<file path="src/udf_pkg.sv">
`default_nettype none
// ----------------------------------------------------------------------------
// udf_pkg: shared types and constants of the update frame deframer
// Item and result layouts, event codes and the framing constants used by
// the input stage, the frame core, the output stage and the checker.
// ----------------------------------------------------------------------------
package udf_pkg;

  localparam int PACK_SIZE = 512;
  localparam int MAX_LEN   = PACK_SIZE + 10;

  localparam int POS_W  = 10;
  localparam int TICK_W = 4;
  localparam int LEN_W  = 17;

  localparam logic [7:0] START_BYTE = 8'h69;
  localparam logic [7:0] END_BYTE   = 8'h17;

  localparam logic [7:0] FT_LONG_A  = 8'd0;
  localparam logic [7:0] FT_SHORT_A = 8'd1;
  localparam logic [7:0] FT_SHORT_B = 8'd2;
  localparam logic [7:0] FT_SHORT_C = 8'd3;
  localparam logic [7:0] FT_LONG_B  = 8'd6;

  localparam logic [POS_W-1:0] SHORT_LEN   = POS_W'(10);
  localparam logic [LEN_W-1:0] LEN_BIAS    = LEN_W'(8);
  localparam logic [POS_W-1:0] LEN_POS     = POS_W'(5);
  localparam logic [POS_W-1:0] LEN_LOW_POS = POS_W'(4);
  localparam logic [POS_W-1:0] TYPE_POS    = POS_W'(1);

  localparam logic [TICK_W-1:0] TIMEOUT_RESET = TICK_W'(3);

  typedef enum logic [2:0] {
    EV_DATA     = 3'd0,
    EV_LEN_OVF  = 3'd1,
    EV_BAD_END  = 3'd2,
    EV_BAD_TYPE = 3'd3,
    EV_TIMEOUT  = 3'd4
  } event_t;

  typedef struct packed {
    logic       func;
    logic [7:0] rx_byte;
  } item_t;

  typedef struct packed {
    event_t           event_res;
    logic [7:0]       byte_out;
    logic [POS_W-1:0] position;
    logic             last;
    logic             checksum_ok;
    logic [7:0]       frame_kind;
  } result_t;

endpackage
`default_nettype wire

</file>
<file path="src/udf_in_stage.sv">
`default_nettype none
// ----------------------------------------------------------------------------
// udf_in_stage: input register
// Holds one accepted transaction until the frame core consumes it.
// ----------------------------------------------------------------------------
module udf_in_stage (
  input  wire logic          clk,
  input  wire logic          rst_n,
  input  wire logic          in_valid,
  output logic               in_stall,
  input  wire udf_pkg::item_t in_item,
  input  wire logic          step,
  output logic               item_vld,
  output udf_pkg::item_t     item
);
  import udf_pkg::*;

  logic  vld_r;
  logic  vld_nxt;
  item_t item_r;
  logic  load;

  assign in_stall = vld_r && !step;
  assign load     = in_valid && !in_stall;
  assign vld_nxt  = load ? 1'b1 : (step ? 1'b0 : vld_r);

  always_ff @(posedge clk) begin
    if (!rst_n) begin
      vld_r <= 1'b0;
    end else begin
      vld_r <= vld_nxt;
    end
  end

  always_ff @(posedge clk) begin
    if (load) begin
      item_r <= in_item;
    end
  end

  assign item_vld = vld_r;
  assign item     = item_r;

endmodule
`default_nettype wire

</file>
<file path="src/udf_core.sv">
`default_nettype none
// ----------------------------------------------------------------------------
// udf_core: frame state and per-item decision logic
// Tracks the open frame, its length, checksum and tick count, and forms
// the result of one item in a single pass.
// ----------------------------------------------------------------------------
module udf_core (
  input  wire logic           clk,
  input  wire logic           rst_n,
  input  wire logic           cfg_wr_en,
  input  wire logic [3:0]     cfg_wr_data,
  input  wire logic           step,
  input  wire udf_pkg::item_t item,
  output logic                res_vld,
  output udf_pkg::result_t    res
);
  import udf_pkg::*;

  logic [TICK_W-1:0] limit_r;
  logic              in_frame_r, in_frame_nxt;
  logic [POS_W-1:0]  cnt_r, cnt_nxt;
  logic [POS_W-1:0]  len_r, len_nxt;
  logic [7:0]        low_r, low_nxt;
  logic [7:0]        sum_r, sum_nxt;
  logic              match_r, match_nxt;
  logic [7:0]        type_r, type_nxt;
  logic [TICK_W-1:0] tick_r, tick_nxt;

  logic [TICK_W:0]   tick_inc;
  logic [LEN_W-1:0]  len_full;
  logic [POS_W-1:0]  len_eff;
  logic [POS_W:0]    pos_ext;
  logic [POS_W:0]    len_ext;
  logic              bad_type;
  logic              bad_len;
  logic [7:0]        b;

  assign b        = item.rx_byte;
  assign tick_inc = {1'b0, tick_r} + (TICK_W + 1)'(1);
  assign len_full = LEN_W'({b, low_r}) + LEN_BIAS;
  assign pos_ext  = {1'b0, cnt_r};

  always_comb begin
    in_frame_nxt = in_frame_r;
    cnt_nxt      = cnt_r;
    len_nxt      = len_r;
    low_nxt      = low_r;
    sum_nxt      = sum_r;
    match_nxt    = match_r;
    type_nxt     = type_r;
    tick_nxt     = tick_r;
    len_eff      = len_r;
    bad_type     = 1'b0;
    bad_len      = 1'b0;
    res_vld          = 1'b0;
    res.event_res    = EV_DATA;
    res.byte_out     = b;
    res.position     = cnt_r;
    res.last         = 1'b0;
    res.checksum_ok  = 1'b0;
    res.frame_kind   = type_r;

    if (item.func) begin
      if (in_frame_r) begin
        if (tick_inc > {1'b0, limit_r}) begin
          in_frame_nxt  = 1'b0;
          res_vld       = 1'b1;
          res.event_res = EV_TIMEOUT;
          res.byte_out  = '0;
        end else begin
          tick_nxt = tick_inc[TICK_W-1:0];
        end
      end
    end else if (!in_frame_r) begin
      if (b == START_BYTE) begin
        in_frame_nxt   = 1'b1;
        cnt_nxt        = POS_W'(1);
        len_nxt        = '0;
        low_nxt        = '0;
        sum_nxt        = '0;
        match_nxt      = 1'b0;
        type_nxt       = '0;
        tick_nxt       = '0;
        res_vld        = 1'b1;
        res.position   = '0;
        res.frame_kind = '0;
      end
    end else begin
      cnt_nxt = cnt_r + POS_W'(1);
      res_vld = 1'b1;
      if (cnt_r == TYPE_POS) begin
        type_nxt       = b;
        res.frame_kind = b;
      end
      if (cnt_r == LEN_LOW_POS) begin
        low_nxt = b;
      end
      if (cnt_r == LEN_POS) begin
        priority if (type_r == FT_SHORT_A || type_r == FT_SHORT_B || type_r == FT_SHORT_C) begin
          len_eff = SHORT_LEN;
        end else if (type_r == FT_LONG_A || type_r == FT_LONG_B) begin
          if (len_full > LEN_W'(MAX_LEN)) begin
            bad_len = 1'b1;
          end else begin
            len_eff = len_full[POS_W-1:0];
          end
        end else begin
          bad_type = 1'b1;
        end
      end

      if (bad_type) begin
        in_frame_nxt  = 1'b0;
        res.event_res = EV_BAD_TYPE;
      end else if (bad_len) begin
        in_frame_nxt  = 1'b0;
        res.event_res = EV_LEN_OVF;
      end else begin
        len_nxt = len_eff;
        priority if (len_eff == '0 || (pos_ext + (POS_W + 1)'(3)) <= len_ext) begin
          sum_nxt = sum_r + b;
        end else if ((pos_ext + (POS_W + 1)'(2)) == len_ext) begin
          match_nxt = (sum_r == b);
        end else if ((pos_ext + (POS_W + 1)'(1)) == len_ext) begin
          in_frame_nxt = 1'b0;
          if (b != END_BYTE) begin
            res.event_res = EV_BAD_END;
          end else begin
            res.last        = 1'b1;
            res.checksum_ok = match_r;
          end
        end else begin
          sum_nxt = sum_r;
        end
      end
    end
  end

  assign len_ext = {1'b0, len_eff};

  always_ff @(posedge clk) begin
    if (!rst_n) begin
      limit_r <= TIMEOUT_RESET;
    end else if (cfg_wr_en) begin
      limit_r <= cfg_wr_data;
    end
  end

  always_ff @(posedge clk) begin
    if (!rst_n) begin
      in_frame_r <= 1'b0;
      cnt_r      <= '0;
      len_r      <= '0;
      low_r      <= '0;
      sum_r      <= '0;
      match_r    <= 1'b0;
      type_r     <= '0;
      tick_r     <= '0;
    end else if (step) begin
      in_frame_r <= in_frame_nxt;
      cnt_r      <= cnt_nxt;
      len_r      <= len_nxt;
      low_r      <= low_nxt;
      sum_r      <= sum_nxt;
      match_r    <= match_nxt;
      type_r     <= type_nxt;
      tick_r     <= tick_nxt;
    end
  end

endmodule
`default_nettype wire

</file>
<file path="src/udf_out_stage.sv">
`default_nettype none
// ----------------------------------------------------------------------------
// udf_out_stage: result register
// Holds one result transaction until the receiver takes it.
// ----------------------------------------------------------------------------
module udf_out_stage (
  input  wire logic             clk,
  input  wire logic             rst_n,
  input  wire logic             step,
  input  wire logic             res_vld,
  input  wire udf_pkg::result_t res,
  input  wire logic             out_stall,
  output logic                  out_vld,
  output udf_pkg::result_t      out_res
);
  import udf_pkg::*;

  logic    vld_r, vld_nxt;
  result_t res_r;

  always_comb begin
    vld_nxt = vld_r;
    if (step) begin
      vld_nxt = res_vld;
    end else if (vld_r && !out_stall) begin
      vld_nxt = 1'b0;
    end
  end

  always_ff @(posedge clk) begin
    if (!rst_n) begin
      vld_r <= 1'b0;
    end else begin
      vld_r <= vld_nxt;
    end
  end

  always_ff @(posedge clk) begin
    if (step && res_vld) begin
      res_r <= res;
    end
  end

  assign out_vld = vld_r;
  assign out_res = res_r;

endmodule
`default_nettype wire

</file>
<file path="src/update_frame_deframer_unit.sv">
`default_nettype none
// ----------------------------------------------------------------------------
// update_frame_deframer_unit: start/end byte deframer with sum checksum
// Takes received bytes and timer ticks, tracks frames that open on the
// start byte, checks type, length, checksum and end byte, and reports every
// frame byte or abort as one result transaction.
// ----------------------------------------------------------------------------
//  Channel   Direction  Handshake             Payload
//  in_       input      in_valid / in_stall   in_func, in_rx_byte
//  out_      output     out_valid / out_stall out_event_res .. out_frame_kind
//  cfg_      input      cfg_wr_en             cfg_wr_data (timeout limit)
//
// One transaction is accepted every cycle while in_stall is low; the input is
// held in the input register and its result, where it gives one, in the result
// register before the result is valid on the outputs.
// Reset is synchronous and active low; the timeout limit returns to 3.
// A stalled result holds the core, and the input then stalls in the same cycle.
// ----------------------------------------------------------------------------
module update_frame_deframer_unit (
  input  wire logic                      clk,
  input  wire logic                      rst_n,
  input  wire logic                      in_valid,
  output logic                           in_stall,
  input  wire logic                      in_func,
  input  wire logic [7:0]                in_rx_byte,
  output logic                           out_valid,
  input  wire logic                      out_stall,
  output logic [2:0]                     out_event_res,
  output logic [7:0]                     out_byte_out,
  output logic [udf_pkg::POS_W-1:0]      out_position,
  output logic                           out_last,
  output logic                           out_checksum_ok,
  output logic [7:0]                     out_frame_kind,
  input  wire logic                      cfg_wr_en,
  input  wire logic [3:0]                cfg_wr_data
);
  import udf_pkg::*;

  item_t   in_item;
  item_t   item;
  logic    item_vld;
  logic    step;
  logic    res_vld;
  result_t res;
  result_t out_res;

  assign in_item.func    = in_func;
  assign in_item.rx_byte = in_rx_byte;
  assign step            = item_vld && (!out_valid || !out_stall);

  udf_in_stage u_in_stage (
    .clk      (clk),
    .rst_n    (rst_n),
    .in_valid (in_valid),
    .in_stall (in_stall),
    .in_item  (in_item),
    .step     (step),
    .item_vld (item_vld),
    .item     (item)
  );

  udf_core u_core (
    .clk         (clk),
    .rst_n       (rst_n),
    .cfg_wr_en   (cfg_wr_en),
    .cfg_wr_data (cfg_wr_data),
    .step        (step),
    .item        (item),
    .res_vld     (res_vld),
    .res         (res)
  );

  udf_out_stage u_out_stage (
    .clk       (clk),
    .rst_n     (rst_n),
    .step      (step),
    .res_vld   (res_vld),
    .res       (res),
    .out_stall (out_stall),
    .out_vld   (out_valid),
    .out_res   (out_res)
  );

  assign out_event_res   = out_res.event_res;
  assign out_byte_out    = out_res.byte_out;
  assign out_position    = out_res.position;
  assign out_last        = out_res.last;
  assign out_checksum_ok = out_res.checksum_ok;
  assign out_frame_kind  = out_res.frame_kind;

endmodule
`default_nettype wire

</file>
<file path="config.mk">
export PLATFORM = sky130hd
export DESIGN_NAME = update_frame_deframer_unit
export DESIGN_NICKNAME = d
export VERILOG_FILES = /design/src/udf_pkg.sv /design/src/udf_in_stage.sv /design/src/udf_core.sv /design/src/udf_out_stage.sv /design/src/update_frame_deframer_unit.sv
export SDC_FILE = /design/constraint.sdc
export NUM_CORES = 1
export LEC_CHECK = 0
export BUFFER_PORTS_ARGS = -buffer_cell sky130_fd_sc_hd__buf_2
export CORE_ASPECT_RATIO = 1.5
export CORE_MARGIN = 5
export CORE_UTILIZATION = 45
export DETAILED_ROUTE_END_ITERATION = 10
export PLACE_DENSITY = 0.68
export SLEW_MARGIN = 10
export SYNTH_ARGS = -nofsm -noshare
export SYNTH_HDL_FRONTEND = slang
export SYNTH_HIERARCHICAL = 1
export SYNTH_SLANG_ARGS = --single-unit
</file>
<file path="constraint.sdc">
create_clock -name clk -period 8.3 [get_ports clk]
set_input_delay 0.415 -clock clk [delete_from_list [all_inputs] [get_ports clk]]
set_output_delay 0.415 -clock clk [all_outputs]
set_load 0.05 [all_outputs]
</file>
# --- Word-level counts from Yosys, hierarchy flattened ---
# Cells that the tools add are included.
classes:
  n_addsub: 7
  n_reduce_logical: 29
  n_eq_ne: 21
  mux: 85
  bitwise_logic: 3
  magnitude_cmp: 3
ops:
  columns: ["op", "count"]
  rows:
  - ["$mux W10", 16]
  - ["$mux W8", 11]
  - ["$mux W1", 35]
  - ["$add A10 B2 Y11 const B", 2]
  - ["$eq A11 B10 Y1", 2]
  - ["$mux W11", 2]
  - ["$eq A10 B3 Y1 const B", 2]
  - ["$mux W20", 1]
  - ["$mux W4", 5]
  - ["$mux W2", 9]
  - ["$mux W3", 6]
  - ["$add A16 B4 Y17 const B", 1]
  - ["$gt A17 B10 Y1 const B", 1]
  - ["$eq A8 B2 Y1 const B", 2]
  - ["$ne A2 B2 Y1 const B", 8]
  - ["$add A10 B1 Y11 const B", 1]
  - ["$le A11 B10 Y1", 1]
  - ["$add A10 B1 Y10 const B", 1]
  - ["$eq A10 B1 Y1 const B", 1]
  - ["$logic_not A10 Y1", 1]
  - ["$reduce_and A5 Y1", 2]
  - ["$add A8 B8 Y8", 1]
  - ["$eq A8 B1 Y1 const B", 1]
  - ["$eq A8 B3 Y1 const B", 1]
  - ["19 further kinds", 35]
totals:
  output_inout_bits: 33
  register_bits: 96

# --- Depth between registers and ports, before layout ---
# Gate-level depths: netlist (run 1).
logic_depth:
  depth_word: 18
  depth_mapped: 22
  mapped_depth_nobuf: 21

# --- By module ---
# Netlist (run 1), hierarchy kept.
modules_own_cells:
  columns: ["module", "instances", "seq_area_each_um2", "area_each_um2", "cells_each"]
  rows:
  - ["udf_core", 1, 1081.0, 5054.8, 670]
  - ["udf_out_stage", 1, 950.9, 973.4, 35]
  - ["udf_in_stage", 1, 290.3, 317.8, 13]
  - ["update_frame_deframer_unit", 1, 0.0, 11.3, 1]

# --- Least setup slack after synthesis (run 1) ---
# No wires, ideal clock.
synth_path:
  kind: "reg-to-reg"
  from: "register u_core.low_r[3]"
  to: "register u_core.in_frame_r"
  period_less_slack_ps: 3863
  t_arrival_ps: 3743
  path_stages_with_launch: 20
  t_required_ps: 8180
  setup_slack_ps: 4437
  cell_sequence: "dfxtp_1 -> buf_2 -> inv_1 -> ha_1 -> a21oi_1 -> nand2_1 -> a21o_1 -> o21ai_1 -> nand3_1 -> nor4_1 -> a21oi_1 -> ha_1 -> nand3_1 -> o21bai_1 -> a21oi_1 -> a211oi_1 -> o22a_1 -> nor3_1 -> nand4_1 -> o31a_1"
synth_via:
  elab_chain_cells: 18
  word_cells_on_any_way: 28
synth_rtl:
  columns: ["element", "line", "rtl"]
  rows:
  - ["start: declaration", "udf_core.sv:23", "logic [7:0] low_r, low_nxt;"]
  - ["start signal: assignment", "udf_core.sv:163", "low_r <= low_nxt;"]
  - ["$add A16 B4 Y17 (*)", "udf_core.sv:40", "assign len_full = LEN_W'({b, low_r}) + LEN_BIAS;"]
  - ["branches (longest 13 deep; another with $gt A17 B10 Y1)", null, null]
  - ["$mux W1 (*)", "udf_core.sv:115", "end else if (bad_len) begin"]
  - ["$mux W1 (*)", "udf_core.sv:112", "if (bad_type) begin"]
  - ["$mux W1 (*)", "udf_core.sv:74", "end else if (!in_frame_r) begin"]
  - ["$mux W1 (*)", "udf_core.sv:63", "if (item.func) begin"]
  - ["end signal: assignment", "udf_core.sv:160", "in_frame_r <= in_frame_nxt;"]
  - ["end: declaration", "udf_core.sv:20", "logic in_frame_r, in_frame_nxt;"]
# Mark *: on every way between the ends. The select of a mux whose other input is x is not followed.
# A chain may end at the register's enable or synchronous reset.

# --- Final worst setup path (run 1) ---
layout_path:
  from: "register u_core.low_r[3]"
  to: "register u_core.sum_r[1]"
layout_via:
  elab_chain_cells: 14
  word_cells_on_any_way: 22
layout_rtl:
  columns: ["element", "line", "rtl"]
  rows:
  - ["$add A16 B4 Y17 (*)", "udf_core.sv:40", null]
  - ["$gt A17 B10 Y1", "udf_core.sv:102", "if (len_full > LEN_W'(MAX_LEN)) begin"]
  - ["$mux W10", "udf_core.sv:102", null]
  - ["$mux W10", "udf_core.sv:101", "end else if (type_r == FT_LONG_A || type_r == FT_LONG_B) begin"]
  - ["$mux W10", "udf_core.sv:99", "priority if (type_r == FT_SHORT_A || type_r == FT_SHORT_B || type_r == FT_SHORT_C) begin"]
  - ["$mux W10", "udf_core.sv:98", "if (cnt_r == LEN_POS) begin"]
  - ["$mux W10", "udf_core.sv:74", null]
  - ["$mux W10", "udf_core.sv:63", null]
  - ["$mux W10", "udf_core.sv:74", null]
  - ["$mux W10", "udf_core.sv:63", null]
  - ["$le A11 B10 Y1", "udf_core.sv:120", "priority if (len_eff == '0 || (pos_ext + (POS_W + 1)'(3)) <= len_ext) begin"]
  - ["$logic_or A1 B1 Y1", "udf_core.sv:120", null]
  - ["$ne A2 B2 Y1 (no line)", null, null]
  - ["$reduce_and A6 Y1 (no line) (*)", null, null]
  - ["end signal: assignment", "udf_core.sv:164", "sum_r <= sum_nxt;"]
  - ["end: declaration", "udf_core.sv:24", "logic [7:0] sum_r, sum_nxt;"]
# Every way passes the cells marked *; elsewhere a longest branch is shown, timed or not. The select of a mux whose other input is x is not followed.

==> metrics.md, run 1 <==
| Metric | Value |
|---|---|
| Worst Max-Slew Pin Slew | 1244 ps |
| PostCTS Resize Cnt | 0 |
| Clock latency on the worst-skew pair | 340 ps |
| 1st-iter DRT viols | 474 |
| Area grow syn2layout | 9.270% |
| Critical path class | reg2reg |
| Unique masters post-synth | 78 |
| Die width | 107.0 um |
| FMAX | 186.3 MHz |
| Syn Area/Cell | 8.842 um2 |
| R2R Path Start | u_core/low_r[3] |
| FF+latch count, synth | 96 |
| Worst path required time | 8550 ps |
| Critical path origin | u_core/low_r[3] |
| Post-DP HPWL | 14,440 um |
| I/O Buffers | 50 |
| Final Cell Area | 6947 um2 |
| CTS tree | done |
| Most frequent cells in the layout | 73 x nand2_1, 56 x dfxtp_1, 50 x buf_2 |
| P_sw | 0.2590 mW |
| Number of remaining DRC errors | 0 |
| Ports | 51 |
| Synth area leaders | edfxtp_1 19%, dfxtp_1 18%, ha_1 5.9% |
| Register area share after synthesis | 0.3653 |
| Clk slew on worst S/H paths | 70 ps |
| Post-DP Area | 6660 um2 |
| CP startpoint kind | register |
| Final setup margin | 2931 ps |
| CP Max Fanout | 12 |
| Crit. End Element | register |
| Commonest non-fill, non-tap cell in the layout | nand2_1 |
| Slew HR | 0.1706 |
| Global Route Usage Sum | 0.2330 |
| Async SR Flop Fraction | 0 |
| Initial antenna violation count | 0 |
| Final hold violations | 0 |
| Post-Route WL | 19,040 um |
| Via/cell ratio | 6.343 |
| Largest net degree at the start of global routing | 55 |
| Root buffer cell | clkbuf_16 |
| Vias in the first global route | 5,789 |
| Antenna viol nets, final | 0 |
| Clock power share | 0.409 |
| FP Rows | 53 |
| Worst Path Arrival | 5620 ps |
| Sequential share of power | 0.518 |
| Post-synth EDFFs | 40 |
| H-tree depth | 3 |
| Final Max Tran Viols | 0 |
| Routability-driven placement congestion ratio | 0.9757 |
| Type of the tightest min-delay check | in2reg |
| Power Density | 142.9 nW/um2 |
| Die Height | 155.6 um |
| P_leak | 2.492 nW |
| Power Internal | 0.7340 mW |
| Min Clock Period, post-route | 5369 ps |
| Share of the synthesized area in the top cell type | 0.1889 |
| Status | completed |
| Post-synthesis instance total | 719 |
| Total power | 0.9930 mW |
| Period utilization | 0.6468 |
| Peak VDD IR | 0.0001114 V |
| N_diodes | 0 |
| Comb power frac | 0.072 |
| Post-synth top flop | dfxtp_1 |
| Nets@finish | 792 |
| First-pass GRT wire length | 30,350 um |
| TritonCTS Buffers | 9 |
| Worst Clk Skew | 8.879 ps |
| RSZ-0062 raised after global routing | false |
| Die ar. | 16,650 um2 |
| Place WS | 3015 ps |
| Total vias in the final route | 5,791 |
| Maximum clock path buffer count | 2 |
| Layout cells sized above 1 | 0.1176 |
| Post-CTS setup buffers | 0 |
| TNS Setup | 0 ps |
| Hold_buf cts | 0 |
| Post-synth top area cell | edfxtp_1 |
| Grt ovf | 0 |
| Post-synthesis cell area | 6357 um2 |
| DR WL/cell | 20.85 um |
| Mapped Nets | 768 |
| R2r setup slk | 2930 ps |
| Clock sinks | 96 |
| Cells on worst reg2reg path | 17 |
| End of the worst register-to-register path | u_core/sum_r[1] |
| Sw frac | 0.2608 |
| DRT Pass-1 Iters | 5 |
| Critical Path Sink | u_core/sum_r[1] |
| Max_cap viols | 0 |
| Core area | 13,930 um2 |
| Yosys warnings | 6 |
| Setup violators final | 0 |
| Initial Util | 0.4565 |
## worst max-delay path, stage by stage, from the launching register on
cell and delay, ps:
dfxtp_1 540, ha_1 320, nand3_1 140, nor2_1 220, xnor2_1 220, a21oi_1 1020
nor2_1 300, o221ai_1 480, inv_1 90, ha_1 320, a21o_1 180, a21oi_1 140
a21oi_1 70, a211oi_1 310, o22ai_1 230, nand2_1 300, nand4_1 140, a21boi_0 250
## registers in the layout, indices dropped and copies added (netlist names)
signal,count
u_out_stage/out_res,31
u_core/cnt_r,10
u_core/len_r,10
u_in_stage/item,9
u_core/low_r,8
u_core/sum_r,8
u_core/type_r,8
u_core/limit_r,4
u_core/tick_r,4
u_core/in_frame_r,1
u_core/match_r,1
u_in_stage/item_vld,1
u_out_stage/out_vld,1
## per-stage QoR
| stage | hold slack (ps) | util | std cells |
|---|---|---|---|
| finish | 245.0 | 0.4988 | 913 |
| global route | 232.9 | 0.4988 | 913 |
| CTS | 233.5 | 0.4988 | 913 |
| detailed placement | 492.1 | 0.4783 | 897 |
| global placement | 474.5 | 0.4783 | 897 |
| floorplan | 448.4 | - | 719 |
## synth_stat cells, drive strengths merged, types with 3 or more instances
cell type  number
a211oi          5
a21boi         24
a21o           11
a21oi          33
a22o            9
a22oi          16
a31oi           3
and2            7
and3            9
buf            11
clkbuf         31
dfxtp          56
edfxtp         40
ha             30
inv            18
mux2i           5
nand2          73
nand3          41
nand3b          3
nand4          21
nor2           45
nor2b          45
nor3           13
nor3b           4
nor4           10
nor4b           4
o211ai          6
o21a            6
o21ai          41
o221ai          6
or3             6
xnor2          26
xor2           17
## layout make-up
type | count | area (um2)
Fill cell | 1310 | 6979
Multi-Input combinational cell | 563 | 3776
Sequential cell | 96 | 2322
Timing Repair Buffer | 55 | 287.8
Clock buffer | 9 | 225.2
Tap cell | 165 | 206.4
Inverter | 18 | 67.56
Clock inverter | 7 | 61.31
## cells by family (layout without fill, tap and decap cells)
kind of cell | after synthesis | count (layout) | share of synthesized area
AND/OR/NAND/NOR | 294 | 294 | 0.2494
AO/OA/AOI/OAI | 186 | 186 | 0.2043
flip-flops | 96 | 96 | 0.3653
buffers and inverters | 60 | 89 | 0.04074
XOR/XNOR | 45 | 45 | 0.06672
adder cells (fa/ha/maj) | 31 | 31 | 0.06219
multiplexers | 7 | 7 | 0.01142
## power groups by stage
stage	combinational, mW	clock [mW]	sequential, mW
floorplan	0.0459	0	0.527
global placement	0.0700	0	0.525
detailed placement	0.0715	0	0.525
CTS	0.0716	0.417	0.514
global route	0.0778	0.439	0.516
finish	0.0718	0.406	0.515
## metal layers
metal,global-route usage,part of all wire,vias up
met5,0,0,-
met4,0.1706,0.080,0
met3,0.03602,0.057,93
met2,0.4050,0.51,286
met1,0.2539,0.36,2726
li1,-,-,2686
## worst min-delay path by stage
stage	from	endpoint	slack [ps]	cells after the start
5_1_grt	in_func	u_in_stage/item[8]	230	1
6_report	in_rx_byte[7]	u_in_stage/item[7]	250	1
4_1_cts	in_rx_byte[7]	u_in_stage/item[7]	230	1
2_1_floorplan	u_core/limit_r[0]	u_core/limit_r[0]	450	2
3_3_place_gp	u_core/limit_r[0]	u_core/limit_r[0]	470	2
3_5_place_dp	u_core/sum_r[0]	u_core/sum_r[0]	490	2
No activity file was read; power rests on OpenSTA's default activity.
==> inputs of run 2 (changes only) <==
Settings changed: PLACE_DENSITY 0.68 to 0.7.
Clock period 8.3 ns to 4.7 ns, I/O delays scaled along.
==> run 2 against run 1 <==
Effect of this change:
- clock power increased by 95%
- die area unchanged
- cell count increased by 4.2%
- first-iteration DRC count increased by 13%
- setup slack got worse by 2700 ps
- wire length increased by 5.8%
- sequential share of layout area decreased by 1.6 points
==> metrics.md, run 2 (same netlist as run 1, synthesis figures left out) <==
| Metric | Value |
|---|---|
| Worst Path Arrival | 4670 ps (-950 ps) |
| Max_cap viols | 0 (unchanged) |
| Die width | 107.0 um (unchanged) |
| Final hold violations | 0 (unchanged) |
| Grt ovf | 0 (unchanged) |
| Min Clock Period, post-route | 4456 ps (-912.2 ps) |
| Slew HR | 0.3821 (+0.2115) |
| N_diodes | 0 (unchanged) |
| Largest net degree at the start of global routing | 55 (unchanged) |
| H-tree depth | 3 (unchanged) |
| Worst Clk Skew | 8.943 ps (+0.06401 ps) |
| Post-DP HPWL | 15,440 um (+7.0%) |
| Via/cell ratio | 6.338 (about the same) |
| Commonest non-fill, non-tap cell in the layout | nand2_1 |
| Peak VDD IR | 0.0002460 V (+120%) |
| Post-Route WL | 20,150 um (+5.8%) |
| TritonCTS Buffers | 9 (unchanged) |
| Status | completed |
| Initial Util | 0.4565 (unchanged) |
| Period utilization | 0.9482 (+0.3013) |
| Worst Max-Slew Pin Slew | 918.7 ps (-325.5 ps) |
| Max FFs per register | 31 (unchanged) |
| Final Max Tran Viols | 0 (unchanged) |
| Antenna viol nets, final | 0 (unchanged) |
| CTS tree | done |
| CP startpoint kind | register |
| Power Density | 251.7 nW/um2 (+76%) |
| Hold Path Depth | 1 (unchanged) |
| Root buffer cell | clkbuf_16 |
| Clk slew on worst S/H paths | 70 ps (about the same) |
| DRT Pass-1 Iters | 5 (unchanged) |
| Die Height | 155.6 um (unchanged) |
| Final std cells w/o fill | 951 (+4.2%) |
| 1st-iter DRT viols | 535 (+13%) |
| Critical path class | reg2reg |
| First-pass GRT wire length | 31,270 um (+3.0%) |
| Total vias in the final route | 6,027 (+4.1%) |
| Maximum clock path buffer count | 2 (unchanged) |
| FP Rows | 53 (unchanged) |
| Cells on worst reg2reg path | 18 (+1) |
| P_leak | 2.699 nW (+8.3%) |
| TNS Setup | 0 ps (unchanged) |
| Worst path required time | 4910 ps (-3640 ps) |
| Crit. End Element | register |
| Clock latency on the worst-skew pair | 350 ps (about the same) |
| Initial antenna violation count | 0 (unchanged) |
| DR WL/cell | 21.19 um (+1.6%) |
| Nets@finish | 830 (+4.8%) |
| Routability-driven placement congestion ratio | 1.013 (+3.8%) |
| Setup violators final | 0 (unchanged) |
| Layout cells sized above 1 | 0.1718 (+0.05411) |
| I/O Buffers | 50 (unchanged) |
| Clock sinks | 96 (unchanged) |
| Ports | 51 (unchanged) |
| Number of remaining DRC errors | 0 (unchanged) |
| Type of the tightest min-delay check | in2reg |
| Global Route Usage Sum | 0.2403 (+0.007303) |
| Core area | 13,930 um2 (unchanged) |
| Placed cells | 935 (+4.2%) |
| CP Max Fanout | 7 (-5) |
| Die ar. | 16,650 um2 (unchanged) |
| Most frequent cells in the layout | 72 x nand2_1, 55 x dfxtp_1, 50 x buf_2 |
| Layout Utilization | 0.5249 (+0.02606) |
| Vias in the first global route | 5,983 (+3.4%) |
| Worst hold margin | 56.40 ps (-188.6 ps) |
| Area grow syn2layout | 14.98% |
| FMAX | 224.4 MHz (+20%) |
==> run 2: metal layers <==
metal	global-route usage	vias to the layer above	wire length [um]
li1	-	2766	-
met1	0.2537	2889	7522
met2	0.4324	285	10250
met3	0.04099	87	1083
met4	0.1590	0	1298
met5	0	-	0
==> run 2: worst paths after layout <==
| kind | start | end | slack [ps] |
|---|---|---|---|
| worst max-delay path | u_in_stage/item[6] | u_core/sum_r[4] | 240 |
| worst min-delay path | in_func | u_in_stage/item[8] | 60 |
| worst max register to register | u_in_stage/item[6] | u_core/sum_r[4] | 240 |
| worst min register to register | u_core/len_r[0] | u_core/len_r[0] | 490 |
==> run 2: final cells by class <==
cell class,count,area [um2]
flip-flops and latches,96,2323
well taps,165,206.4
multi-input cells,563,3819
inverters,18,67.56
fillers,1271,6616
clock inverters,7,95.09
clock buffers,9,225.2
repair buffers,93,573.1
==> run 2: report_power, final <==
group / switching, mW / internal [mW] / leakage [nW]
clock network: 0.361 / 0.429 / 0.157
registers: 0.0102 / 0.881 / 0.786
logic: 0.105 / 0.0533 / 1.76
==> run 2: repair_timing <==
action,CTS,global route
setup endpoints to repair,2,13
gates cloned,0,0
setup buffers,0,0
resized for setup,1,11
hold buffers,0,0
==> run 2: worst max-delay path: stages (launching register included) <==
cell,delay (ps)
edfxtp_1,490
nor3_1,470
and4b_1,310
o311ai_2,150
or2_4,330
nor4_2,220
buf_4,150
nand2b_1,100
ha_1,240
nor2b_1,140
o21a_1,160
o21a_1,160
o21bai_1,110
a21oi_1,80
a211oi_1,310
o22ai_1,200
and3_1,310
o21ai_0,220
a21boi_0,150
==> run 2: metrics by stage <==
step                instance area, um2  power, mW  setup WS, ps
floorplan                         6357      1.011         836.8
global placement                  6945      1.062         169.2
detailed placement                6945      1.066         2.455
CTS                               7268      1.851         21.04
global route                      7310      1.900        -6.119
finish                            7310      1.840         243.6
